==> src/rtl/core/bbr_pkg.sv <==
package bbr_pkg;

   // table geometry
   localparam int TABLE_ENTRIES = 16;
   localparam int REF_BITS      = 8;
   // slot and entry fields are four bits wide, so at most sixteen entries are reachable
   localparam int USED_ENTRIES  = (TABLE_ENTRIES < 16) ? TABLE_ENTRIES : 16;
   localparam int USED_W        = (USED_ENTRIES > 1) ? $clog2(USED_ENTRIES) : 1;

   // field widths
   localparam int MODE_W     = 2;
   localparam int BLOCK_W    = 16;
   localparam int ENTRY_W    = 4;
   localparam int ACTION_W   = 3;
   localparam int SLOT_W     = 4;
   localparam int REQ_DATA_W = 24;
   localparam int RSP_DATA_W = 24;

   typedef logic [REF_BITS-1:0] refs_type;
   typedef logic [BLOCK_W-1:0]  block_type;
   typedef logic [USED_W-1:0]   index_type;

   localparam refs_type REF_MAX = '1;
   localparam refs_type REF_ONE = refs_type'(1);

   // request modes
   localparam logic [MODE_W-1:0] MODE_GET    = 2'd0;
   localparam logic [MODE_W-1:0] MODE_PUT    = 2'd1;
   localparam logic [MODE_W-1:0] MODE_FLUSH  = 2'd2;
   localparam logic [MODE_W-1:0] MODE_UNUSED = 2'd3;

   // result actions
   localparam logic [ACTION_W-1:0] ACT_HIT       = 3'd0;
   localparam logic [ACTION_W-1:0] ACT_ALLOC     = 3'd1;
   localparam logic [ACTION_W-1:0] ACT_FULL      = 3'd2;
   localparam logic [ACTION_W-1:0] ACT_RELEASED  = 3'd3;
   localparam logic [ACTION_W-1:0] ACT_WRITEBACK = 3'd4;
   localparam logic [ACTION_W-1:0] ACT_FLUSH     = 3'd5;
   localparam logic [ACTION_W-1:0] ACT_DONE      = 3'd6;
   localparam logic [ACTION_W-1:0] ACT_ERROR     = 3'd7;

   // controller to datapath
   typedef struct packed {
      logic latch;       // capture the request transaction
      logic exec;        // resolve a get, put or unused mode and load its result
      logic flush_step;  // examine the scanned entry, load a flush write if active
      logic flush_done;  // load the closing done result
   } cmd_type;

   // datapath to controller
   typedef struct packed {
      logic out_free;
      logic scan_active;
      logic scan_last;
   } status_type;

endpackage

==> src/rtl/core/bbr_ctrl.sv <==
module bbr_ctrl (
   input  logic                          clock,
   input  logic                          reset,
   input  logic                          req_tvalid,
   output logic                          req_tready,
   input  logic [bbr_pkg::MODE_W-1:0]    req_mode,
   input  bbr_pkg::status_type           status,
   output bbr_pkg::cmd_type              cmd
);

   localparam logic [1:0] ST_IDLE  = 2'd0;
   localparam logic [1:0] ST_EXEC  = 2'd1;
   localparam logic [1:0] ST_FLUSH = 2'd2;
   localparam logic [1:0] ST_DONE  = 2'd3;

   logic [1:0] state_ff;
   logic [1:0] state_in;

   assign req_tready = (state_ff == ST_IDLE);

   always_comb begin
      state_in = state_ff;
      cmd      = '0;
      unique case (state_ff)
         ST_IDLE: begin
            if (req_tvalid) begin
               cmd.latch = 1'b1;
               state_in  = (req_mode == bbr_pkg::MODE_FLUSH) ? ST_FLUSH : ST_EXEC;
            end
         end
         ST_EXEC: begin
            if (status.out_free) begin
               cmd.exec = 1'b1;
               state_in = ST_IDLE;
            end
         end
         ST_FLUSH: begin
            // free entries are skipped without waiting on the output
            if (!status.scan_active || status.out_free) begin
               cmd.flush_step = 1'b1;
               if (status.scan_last) begin
                  state_in = ST_DONE;
               end
            end
         end
         ST_DONE: begin
            if (status.out_free) begin
               cmd.flush_done = 1'b1;
               state_in       = ST_IDLE;
            end
         end
         default: state_in = ST_IDLE;
      endcase
   end

   always_ff @(posedge clock) begin
      if (reset) begin
         state_ff <= ST_IDLE;
      end else begin
         state_ff <= state_in;
      end
   end

endmodule

==> src/rtl/core/bbr_dpath.sv <==
module bbr_dpath (
   input  logic                             clock,
   input  logic                             reset,
   input  bbr_pkg::cmd_type                 cmd,
   output bbr_pkg::status_type              status,
   input  logic [bbr_pkg::MODE_W-1:0]       req_mode,
   input  logic [bbr_pkg::BLOCK_W-1:0]      req_block,
   input  logic [bbr_pkg::ENTRY_W-1:0]      req_entry,
   output logic                             rsp_tvalid,
   input  logic                             rsp_tready,
   output logic [bbr_pkg::RSP_DATA_W-1:0]   rsp_tdata,
   output logic [bbr_pkg::ACTION_W-1:0]     rsp_tuser,
   output logic                             rsp_tlast
);

   // latched request
   logic [bbr_pkg::MODE_W-1:0]  mode_ff;
   bbr_pkg::block_type          blk_ff;
   logic [bbr_pkg::ENTRY_W-1:0] idx_ff;
   bbr_pkg::index_type          scan_ff;

   // table
   bbr_pkg::refs_type  refs_ff  [bbr_pkg::USED_ENTRIES];
   bbr_pkg::block_type block_ff [bbr_pkg::USED_ENTRIES];

   // output register
   logic                          out_valid_ff;
   logic [bbr_pkg::ACTION_W-1:0]  out_act_ff;
   logic [bbr_pkg::SLOT_W-1:0]    out_slot_ff;
   bbr_pkg::block_type            out_blk_ff;
   logic                          out_last_ff;

   logic [bbr_pkg::USED_ENTRIES-1:0] hit_vec;
   logic [bbr_pkg::USED_ENTRIES-1:0] free_vec;
   logic                 hit_any, free_any, hit_sat;
   bbr_pkg::index_type   hit_idx, free_idx, rd_addr;
   bbr_pkg::refs_type    rd_refs;
   bbr_pkg::block_type   rd_block;
   logic                 put_ok;
   logic                 is_get, is_put;
   logic                 load;
   logic [bbr_pkg::ACTION_W-1:0] res_act;
   logic [bbr_pkg::SLOT_W-1:0]   res_slot;
   bbr_pkg::block_type           res_blk;
   logic                         res_last;

   assign is_get = (mode_ff == bbr_pkg::MODE_GET);
   assign is_put = (mode_ff == bbr_pkg::MODE_PUT);

   // parallel compare against every entry, lowest index wins
   always_comb begin
      hit_idx  = '0;
      free_idx = '0;
      hit_sat  = 1'b0;
      for (int i = 0; i < bbr_pkg::USED_ENTRIES; i++) begin
         hit_vec[i]  = (refs_ff[i] != '0) && (block_ff[i] == blk_ff);
         free_vec[i] = (refs_ff[i] == '0);
      end
      for (int i = bbr_pkg::USED_ENTRIES - 1; i >= 0; i--) begin
         if (hit_vec[i]) begin
            hit_idx = bbr_pkg::index_type'(i);
            hit_sat = (refs_ff[i] == bbr_pkg::REF_MAX);
         end
         if (free_vec[i]) begin
            free_idx = bbr_pkg::index_type'(i);
         end
      end
   end

   assign hit_any  = |hit_vec;
   assign free_any = |free_vec;

   // single read port: scan position during a flush, entry index for a put
   assign rd_addr  = (mode_ff == bbr_pkg::MODE_FLUSH) ? scan_ff
                                                      : idx_ff[bbr_pkg::USED_W-1:0];
   assign rd_refs  = refs_ff[rd_addr];
   assign rd_block = block_ff[rd_addr];
   assign put_ok   = (int'(idx_ff) < bbr_pkg::USED_ENTRIES) && (rd_refs != '0);

   always_comb begin
      res_act  = bbr_pkg::ACT_ERROR;
      res_slot = '0;
      res_blk  = '0;
      res_last = 1'b1;
      priority if (cmd.flush_step) begin
         res_act  = bbr_pkg::ACT_FLUSH;
         res_slot = bbr_pkg::SLOT_W'(scan_ff);
         res_blk  = rd_block;
         res_last = 1'b0;
      end else if (cmd.flush_done) begin
         res_act = bbr_pkg::ACT_DONE;
      end else if (is_get) begin
         res_blk = blk_ff;
         if (hit_any) begin
            res_act  = hit_sat ? bbr_pkg::ACT_ERROR : bbr_pkg::ACT_HIT;
            res_slot = bbr_pkg::SLOT_W'(hit_idx);
         end else if (free_any) begin
            res_act  = bbr_pkg::ACT_ALLOC;
            res_slot = bbr_pkg::SLOT_W'(free_idx);
         end else begin
            res_act = bbr_pkg::ACT_FULL;
         end
      end else if (is_put) begin
         res_slot = idx_ff;
         if (put_ok) begin
            res_act = (rd_refs == bbr_pkg::REF_ONE) ? bbr_pkg::ACT_WRITEBACK
                                                    : bbr_pkg::ACT_RELEASED;
            res_blk = rd_block;
         end
      end else begin
         res_act = bbr_pkg::ACT_ERROR;
      end
   end

   assign load = cmd.exec || cmd.flush_done || (cmd.flush_step && (rd_refs != '0));

   always_ff @(posedge clock) begin
      if (cmd.latch) begin
         mode_ff <= req_mode;
         blk_ff  <= req_block;
         idx_ff  <= req_entry;
      end
   end

   always_ff @(posedge clock) begin
      if (reset) begin
         scan_ff <= '0;
      end else if (cmd.latch) begin
         scan_ff <= '0;
      end else if (cmd.flush_step) begin
         scan_ff <= scan_ff + bbr_pkg::index_type'(1);
      end
   end

   always_ff @(posedge clock) begin
      if (reset) begin
         for (int i = 0; i < bbr_pkg::USED_ENTRIES; i++) begin
            refs_ff[i] <= '0;
         end
      end else if (cmd.exec) begin
         for (int i = 0; i < bbr_pkg::USED_ENTRIES; i++) begin
            if (is_get && hit_any && !hit_sat && hit_idx == bbr_pkg::index_type'(i)) begin
               refs_ff[i] <= refs_ff[i] + bbr_pkg::REF_ONE;
            end
            if (is_get && !hit_any && free_any && free_idx == bbr_pkg::index_type'(i)) begin
               refs_ff[i] <= bbr_pkg::REF_ONE;
            end
            if (is_put && put_ok && rd_addr == bbr_pkg::index_type'(i)) begin
               refs_ff[i] <= refs_ff[i] - bbr_pkg::REF_ONE;
            end
         end
      end
   end

   always_ff @(posedge clock) begin
      if (cmd.exec && is_get && !hit_any && free_any) begin
         block_ff[free_idx] <= blk_ff;
      end
   end

   always_ff @(posedge clock) begin
      if (reset) begin
         out_valid_ff <= 1'b0;
      end else if (load) begin
         out_valid_ff <= 1'b1;
      end else if (rsp_tready) begin
         out_valid_ff <= 1'b0;
      end
   end

   always_ff @(posedge clock) begin
      if (load) begin
         out_act_ff  <= res_act;
         out_slot_ff <= res_slot;
         out_blk_ff  <= res_blk;
         out_last_ff <= res_last;
      end
   end

   assign status.out_free    = !out_valid_ff || rsp_tready;
   assign status.scan_active = (rd_refs != '0);
   assign status.scan_last   = (scan_ff == bbr_pkg::index_type'(bbr_pkg::USED_ENTRIES - 1));

   assign rsp_tvalid = out_valid_ff;
   assign rsp_tdata  = {{(bbr_pkg::RSP_DATA_W - bbr_pkg::BLOCK_W - bbr_pkg::SLOT_W){1'b0}},
                        out_blk_ff, out_slot_ff};
   assign rsp_tuser  = out_act_ff;
   assign rsp_tlast  = out_last_ff;

endmodule

==> src/rtl/core/block_buffer_refcount_table.sv <==
// channel  direction  handshake          payload
// req      in         req_tvalid/tready  tdata: block, entry   tuser: mode
// rsp      out        rsp_tvalid/tready  tdata: slot, block    tuser: action  tlast: last
//
// a get, put or unused-mode transaction is captured, then the sixteen entries are searched
// in parallel and the result is loaded into the output register once that register is free
// a flush walks the table one entry per cycle through the single read port, but an active
// entry waits while the output register is held by a stalled consumer; free ones do not
// reset clears every reference count at once; block numbers are written before use
// a result held by a stalled consumer does not block capture of the next request

module block_buffer_refcount_table (
   input  logic                             clock,
   input  logic                             reset,
   // request channel
   input  logic                             req_tvalid,
   output logic                             req_tready,
   input  logic [bbr_pkg::REQ_DATA_W-1:0]   req_tdata,   // block [15:0], entry [19:16]
   input  logic [bbr_pkg::MODE_W-1:0]       req_tuser,   // mode [1:0]
   // response channel
   output logic                             rsp_tvalid,
   input  logic                             rsp_tready,
   output logic [bbr_pkg::RSP_DATA_W-1:0]   rsp_tdata,   // slot [3:0], disk_block [19:4]
   output logic [bbr_pkg::ACTION_W-1:0]     rsp_tuser,   // action [2:0]
   output logic                             rsp_tlast    // last result of the transaction
);

   bbr_pkg::cmd_type    cmd;
   bbr_pkg::status_type status;

   logic [bbr_pkg::BLOCK_W-1:0] req_block;
   logic [bbr_pkg::ENTRY_W-1:0] req_entry;

   // unpack the request payload
   assign req_block = req_tdata[bbr_pkg::BLOCK_W-1:0];
   assign req_entry = req_tdata[bbr_pkg::BLOCK_W +: bbr_pkg::ENTRY_W];

   // sequencing of capture, execute and flush scan
   bbr_ctrl u_ctrl (
      .clock      (clock),
      .reset      (reset),
      .req_tvalid (req_tvalid),
      .req_tready (req_tready),
      .req_mode   (req_tuser),
      .status     (status),
      .cmd        (cmd)
   );

   // reference table, search logic and output register
   bbr_dpath u_dpath (
      .clock      (clock),
      .reset      (reset),
      .cmd        (cmd),
      .status     (status),
      .req_mode   (req_tuser),
      .req_block  (req_block),
      .req_entry  (req_entry),
      .rsp_tvalid (rsp_tvalid),
      .rsp_tready (rsp_tready),
      .rsp_tdata  (rsp_tdata),
      .rsp_tuser  (rsp_tuser),
      .rsp_tlast  (rsp_tlast)
   );

endmodule

==> config.mk <==
export PLATFORM = sky130hd
export DESIGN_NAME = block_buffer_refcount_table
export DESIGN_NICKNAME = d
export VERILOG_FILES = /design/src/rtl/core/bbr_pkg.sv /design/src/rtl/core/bbr_ctrl.sv /design/src/rtl/core/bbr_dpath.sv /design/src/rtl/core/block_buffer_refcount_table.sv
export SDC_FILE = /design/constraint.sdc
export NUM_CORES = 1
export LEC_CHECK = 0
export BUFFER_PORTS_ARGS = -buffer_cell sky130_fd_sc_hd__buf_4
export CELL_PAD_IN_SITES_DETAIL_PLACEMENT = 1
export CELL_PAD_IN_SITES_GLOBAL_PLACEMENT = 2
export CORE_MARGIN = 4
export CORE_UTILIZATION = 39
export CTS_BUF_LIST = sky130_fd_sc_hd__clkbuf_4
export CTS_CLUSTER_DIAMETER = 200
export DETAILED_ROUTE_END_ITERATION = 16
export HOLD_SLACK_MARGIN = 0.02
export PLACE_DENSITY = 0.76
export SLEW_MARGIN = 20
export SYNTH_ARGS = -nofsm -noshare
export SYNTH_HDL_FRONTEND = slang
export SYNTH_SLANG_ARGS = --single-unit
==> constraint.sdc <==
create_clock -name clock -period 5.2 [get_ports clock]
set_clock_uncertainty 0.15 [all_clocks]
set_input_delay 0 -clock clock [delete_from_list [all_inputs] [get_ports clock]]
set_output_delay 0 -clock clock [all_outputs]
set_load 0.02 [all_outputs]
== Word-level counts from Yosys, hierarchy flattened ==
Memory sizes are Yosys's and may differ from the RTL's.
Index checks and enable logic that the tools add are counted.

* Memories kept: 2
* Bits of input ports: 30
* RAM bits: 384
* Word-level logic and storage cells: 637
* Output and inout port bits: 30
* Bits in registers: 53

* Reductions and logical operators: 126
* Eq/ne operators: 89
* Bitwise logic cells: 48
* Add/sub/neg operators: 33
* Muxes and demuxes: 328

{| class="wikitable"
|+ Memories
! name !! depth !! bits a word !! read ports !! clocked after Yosys merged registers in !! wr ports !! line !! text
|-
| u_dpath.block_ff || 16 || 16 || 17 || 0 || 1 || bbr_dpath.sv:24 || <nowiki>bbr_pkg::block_type block_ff [bbr_pkg::USED_ENTRIES];</nowiki>
|-
| u_dpath.refs_ff || 16 || 8 || 17 || 0 || 16 || bbr_dpath.sv:23 || <nowiki>bbr_pkg::refs_type refs_ff [bbr_pkg::USED_ENTRIES];</nowiki>
|}

{| class="wikitable"
|+ Operators by type and width
! kind !! number
|-
| $mux W8 || 48
|-
| $eq A16 B16 Y1 || 16
|-
| $mux W1 || 222
|-
| $mux W4 || 39
|-
| $reduce_bool A8 Y1 || 17
|-
| $add A8 B1 Y8 const B || 16
|-
| $eq A8 B8 Y1 const B || 16
|-
| $logic_not A8 Y1 || 16
|-
| $sub A8 B1 Y8 const B || 16
|-
| $eq A4 B4 Y1 const B || 25
|-
| $mux W16 || 5
|-
| $logic_and A1 B1 Y1 || 73
|-
| $eq A4 B3 Y1 const B || 12
|-
| $or A1 B1 Y1 || 48
|-
| $reduce_or A16 Y1 || 2
|-
| $eq A4 B2 Y1 const B || 6
|-
| $mux W3 || 6
|-
| $mux W2 || 7
|-
| $eq A4 B1 Y1 const B || 3
|-
| $logic_not A4 Y1 || 3
|-
| $eq A2 B2 Y1 const B || 4
|-
| $eq A8 B1 Y1 const B || 1
|-
| $pmux W2 S3 || 1
|-
| $reduce_or A2 Y1 || 3
|-
| other kinds (9) || 19
|}

== Logic depth before layout (Yosys ltp) ==
An unclocked memory read counts as a cell.

* Depth after elaboration: 29
* Mapped depth: 17
* Depth with buffers taken out: 13

== Modules after synthesis ==
A second synthesis with hierarchy kept.

* Cell total of the unflattened synthesis: 2657
* Area total of the unflattened synthesis: 26972.1 µm²

{| class="wikitable"
|+ Modules (own cells, without submodules)
! module !! seq. area each (µm²) !! instances !! area each (µm²) !! cells each
|-
| bbr_dpath || 13012.5 || 1 || 26830.7 || 2641
|-
| bbr_ctrl || 40.0 || 1 || 141.4 || 16
|}

== Worst setup path before layout ==
Ideal clock, no wire load.

* Path type: register to register
* Start: memory u_dpath.refs_ff[5][0] in the netlist's numbering
* End: memory u_dpath.refs_ff[9][0] in the netlist's numbering, enable pin
* Buffers on the path: 1
* Clock period less this slack: 5.360 ns
* Stages on the path, launching flop included: 14
* Setup slack: -0.160 ns
* Arrival: 4.826 ns
* Library setup time: 0.384 ns
* Required time: 4.666 ns
* Cell sequence: edfxtp_1 inv_1 ha_1 or4b_4 or4_4 nand4_2 o22a_1 and4_1 buf_4 and4_1 nand2_1 nor4_1 nor3_2 o21ai_0

{| class="wikitable"
|+ RTL lines
! item !! line
|-
| from (decl) || bbr_dpath.sv:23
|}

==> out/qor.csv <==
stage;metric;value;unit
layout;Final nets;2997;
setup_path;RR Startpoint;u_dpath.blk_ff[11];
floorplanning;top-level I/O count;60;
layout;multi-input logic area;0.0134;sq mm
layout;Fillers;7757;
placement;Placed Instances;3687;
synthesis;Post-synth EDFFs;430;
worst_hold_path;Worst Hold Depth;3;
timing;Slew Viols, Final;0;
synthesis;top cells by area, synth;edfxtp_1, nand2_1, xnor2_1;
setup_path;Cell Chain, Critical Path;buf_4, xor2_1, nor4_1, nand4_1, o2111ai_1, a221oi_1, a211oi_2, o21ai_1, a211oi_1, a311oi_2, nand2_1;
detailed_routing;drt drc;0;
clock_tree;clock buffer depth;3;
global_route;initial antenna violation count;1;
floorplanning;Die Area;0.0744;sq mm
pwr;pwr/cell area;271;mW/mm^2
placement;gpl congestion;0.927;
layout;area grow syn2layout;15.2;%
setup_path;peak fanout along the critical path;20;
placement;pre-CTS WS;0.201;ns
synthesis;Post-Syn Instances;2725;
synthesis;mux share of post-synthesis cell area;1.40;%
worst_hold_path;HP Start;req_tvalid;
detailed_routing;post-DR wirelength/cell;25.1;um
global_route;vias in the first global route;24200;
floorplanning;Die Span X;273;um
setup_path;critical path's top delay family;compound AO/OA/AOI/OAI gates;
setup_path;worst setup path startpoint;u_dpath.blk_ff[11];
pwr;Max IR drop VDD;0.164;mV
setup_path;CP bufs+invs;1;
clock_tree;clock buffer count from CTS;120;
placement;Placed Instance Area;0.0294;sq mm
timing;top achievable clock speed;196;MHz
detailed_routing;drt total wl;99.6;mm
setup_path;Critical Path Stages;11;
setup_path;Worst path max stage delay;0.67;ns
synthesis;Synth Area in Adders;1.69;%
setup_path;Reg2Reg Depth;11;
synthesis;Synth area leader;edfxtp_1;
timing;final setup vio count;0;
global_route;first-pass GRT wire length;150;mm
synthesis;Mapped Area;0.0273;sq mm
synthesis;Synth Area in XOR/XNOR;9.10;%
synthesis;synthesized area per cell;10.0;sq um
detailed_routing;number of nets with antenna violations after routing;0;
setup_path;worst path required time;5.59;ns
detailed_routing;1st-pass router iterations;5;
synthesis;Synth Warn #;0;
timing;final hold violation count;0;
placement;IO Port Bufs;51;
floorplanning;Die Y;273;um
floorplanning;Rows;96;
worst_hold_path;Hold Path Class;in2reg;
timing;Max-slew headroom;35.9;%
layout;layout cells sized above 1;16.0;%
synthesis;Yosys cell types;109;
synthesis;largest family of logic cells by synthesized area;simple AND/OR/NAND/NOR gates;
clock_tree;CTS Sinks;437;
global_route;pin count of the biggest net entering global routing;68;
synthesis;top cell type's share of synthesized area;47.2;%
timing;PnR worst setup slack;0.101;ns
floorplanning;initial core utilization;39.6;%
run;Max-Cap Viols;0;
clock_tree;CTS tree;yes;
clock_tree;clock slew at reported path FFs;0.07;ns
timing;RSZ-0062 raised after global routing;false;
synthesis;#FFs+latches synth;437;
setup_path;CP startpoint kind;flop;
synthesis;Synth Area in Compound Gates;13.8;%
clock_tree;clk_lat worst skew;0.94;ns
clock_tree;H-tree levels;3;
layout;final std cells w/o fill;3964;
global_route;GRT Resource Usage Total;26.2;%
synthesis;most numerous cell in the Yosys netlist;edfxtp_1;
setup_path;WP data arrival;5.49;ns
setup_path;Worst setup EP type;flop;
run_status;outcome;finished, final reports clean;
detailed_routing;detailed-route vias per instance;5.97;
synthesis;most frequent cells after synthesis;edfxtp_1, nand2_1, nor2_1;
pwr;leak pwr;0.0111;uW
timing;post-route setup TNS;0;ns
synthesis;part of the Yosys area used for sequential elements;47.8;%
timing;crit share post-route;98.0;%
synthesis;predominant post-synthesis flop cell;edfxtp_1;
placement;DPL Wire Length;71.2;mm
setup_path;slowest CP cell;edfxtp_1;
detailed_routing;Iteration-0 DRC Markers;1934;
timing;Slew @ Worst Pin;0.952;ns
timing;minimum clock period after layout;5.10;ns
setup_path;WS Path Type;reg2reg;
synthesis;simple-gate share of the synthesized area;22.4;%
floorplanning;core region area;0.0691;sq mm
detailed_routing;vias;23700;
clock_tree;clock root buffer;clkbuf_4;
global_route;GRT overflow;0;
synthesis;fraction of registers with async set/reset;0;%
pwr;Total Power;8530;uW
layout;Register Area;0.0131;sq mm
layout;Final Cell Area;0.0315;sq mm
setup_path;Worst R2R Setup Slack;0.10;ns
[placed cells by master, fill, tap and decap left out, types with 59 or more instances in the layout]
master,netlist,final
a21oi_1,101,100
edfxtp_1,430,430
xor2_1,130,130
nor2_1,161,160
buf_4,17,196
nand3_1,152,152
and3_1,75,75
inv_1,72,72
clkbuf_4,0,167
nor4_1,61,59
xnor2_1,154,154
nand2_1,374,374
nor3_1,97,93
[final cells by class]
type                    instances  area share, %
inverters                      72          0.858
multi-input cells            2046           42.4
clock buffers                 167           3.98
clock inverters                55          0.902
repair buffers                253           6.64
diodes                          3         0.0238
well taps                     931           3.70
flip-flops and latches        437           41.4
[worst reg2reg max path: stages, from the launching register on]
cell,delay [ns]
edfxtp_1,0.67
buf_4,0.40
xor2_1,0.13
nor4_1,0.50
nand4_1,0.47
o2111ai_1,0.56
a221oi_1,0.16
a211oi_2,0.26
o21ai_1,0.19
a211oi_1,0.65
a311oi_2,0.20
nand2_1,0.36
[kinds of logic (layout without fill, tap and decap cells)]
| group | after synthesis | count (layout) |
|---|---|---|
| compound gates | 505 | 505 |
| xor+xnor | 284 | 284 |
| buf+inv | 245 | 547 |
| simple gates | 1183 | 1183 |
| flops | 437 | 437 |
| fa+ha+maj | 37 | 37 |
| mux | 33 | 33 |
| other cells | 1 | 7 |
[routing by layer]
layer | track usage [%] | up-vias | wire, um
li1 | - | 10700 | -
met1 | 36.0 | 12000 | 44800
met2 | 42.8 | 726 | 46800
met3 | 4.09 | 139 | 5580
met4 | 7.76 | 0 | 2470
met5 | 0 | - | 0
[sequential cells by signal, summed over array words and instances (netlist names)]
signal	count
u_dpath.block_ff	256
u_dpath.refs_ff	128
u_dpath.blk_ff	16
u_dpath.out_blk_ff	16
u_dpath.idx_ff	4
u_dpath.out_slot_ff	4
u_dpath.scan_ff	4
u_dpath.rsp_tuser	3
u_ctrl.state_ff	2
u_dpath.mode_ff	2
u_dpath.rsp_tlast	1
u_dpath.rsp_tvalid	1
[repair_timing]
item	in CTS	in global routing
gates resized for setup	0	4
hold buffers	52	0
hold endpoints to repair	248	0
setup buffers	0	0
setup endpoints to repair	0	93
[final timing paths]
check,endpoint
max,u_dpath.refs_ff[3][7]
min,u_dpath.mode_ff[1]
max reg2reg,u_dpath.refs_ff[3][7]
min reg2reg,u_dpath.refs_ff[8][7]
[per-stage QoR]
| stage | hold slack [ns] | utilization (%) |
|---|---|---|
| 2_1_floorplan | -0.0511 | - |
| 3_3_place_gp | 0.0279 | 42.6 |
| 3_5_place_dp | 0.0296 | 42.6 |
| 4_1_cts | 0.0420 | 45.6 |
| 5_1_grt | 0.0925 | 45.6 |
| 6_report | 0.139 | 45.6 |
[report_power, final]
part           leakage [uW]  internal (uW)  switching, uW  total, uW
clock              0.000905           1550           1640       3190
sequential          0.00410           3980            149       4130
combinational       0.00608            429            785       1210
total                0.0111           5960           2570       8530
Note: power is estimated with default switching activity, not from simulation.
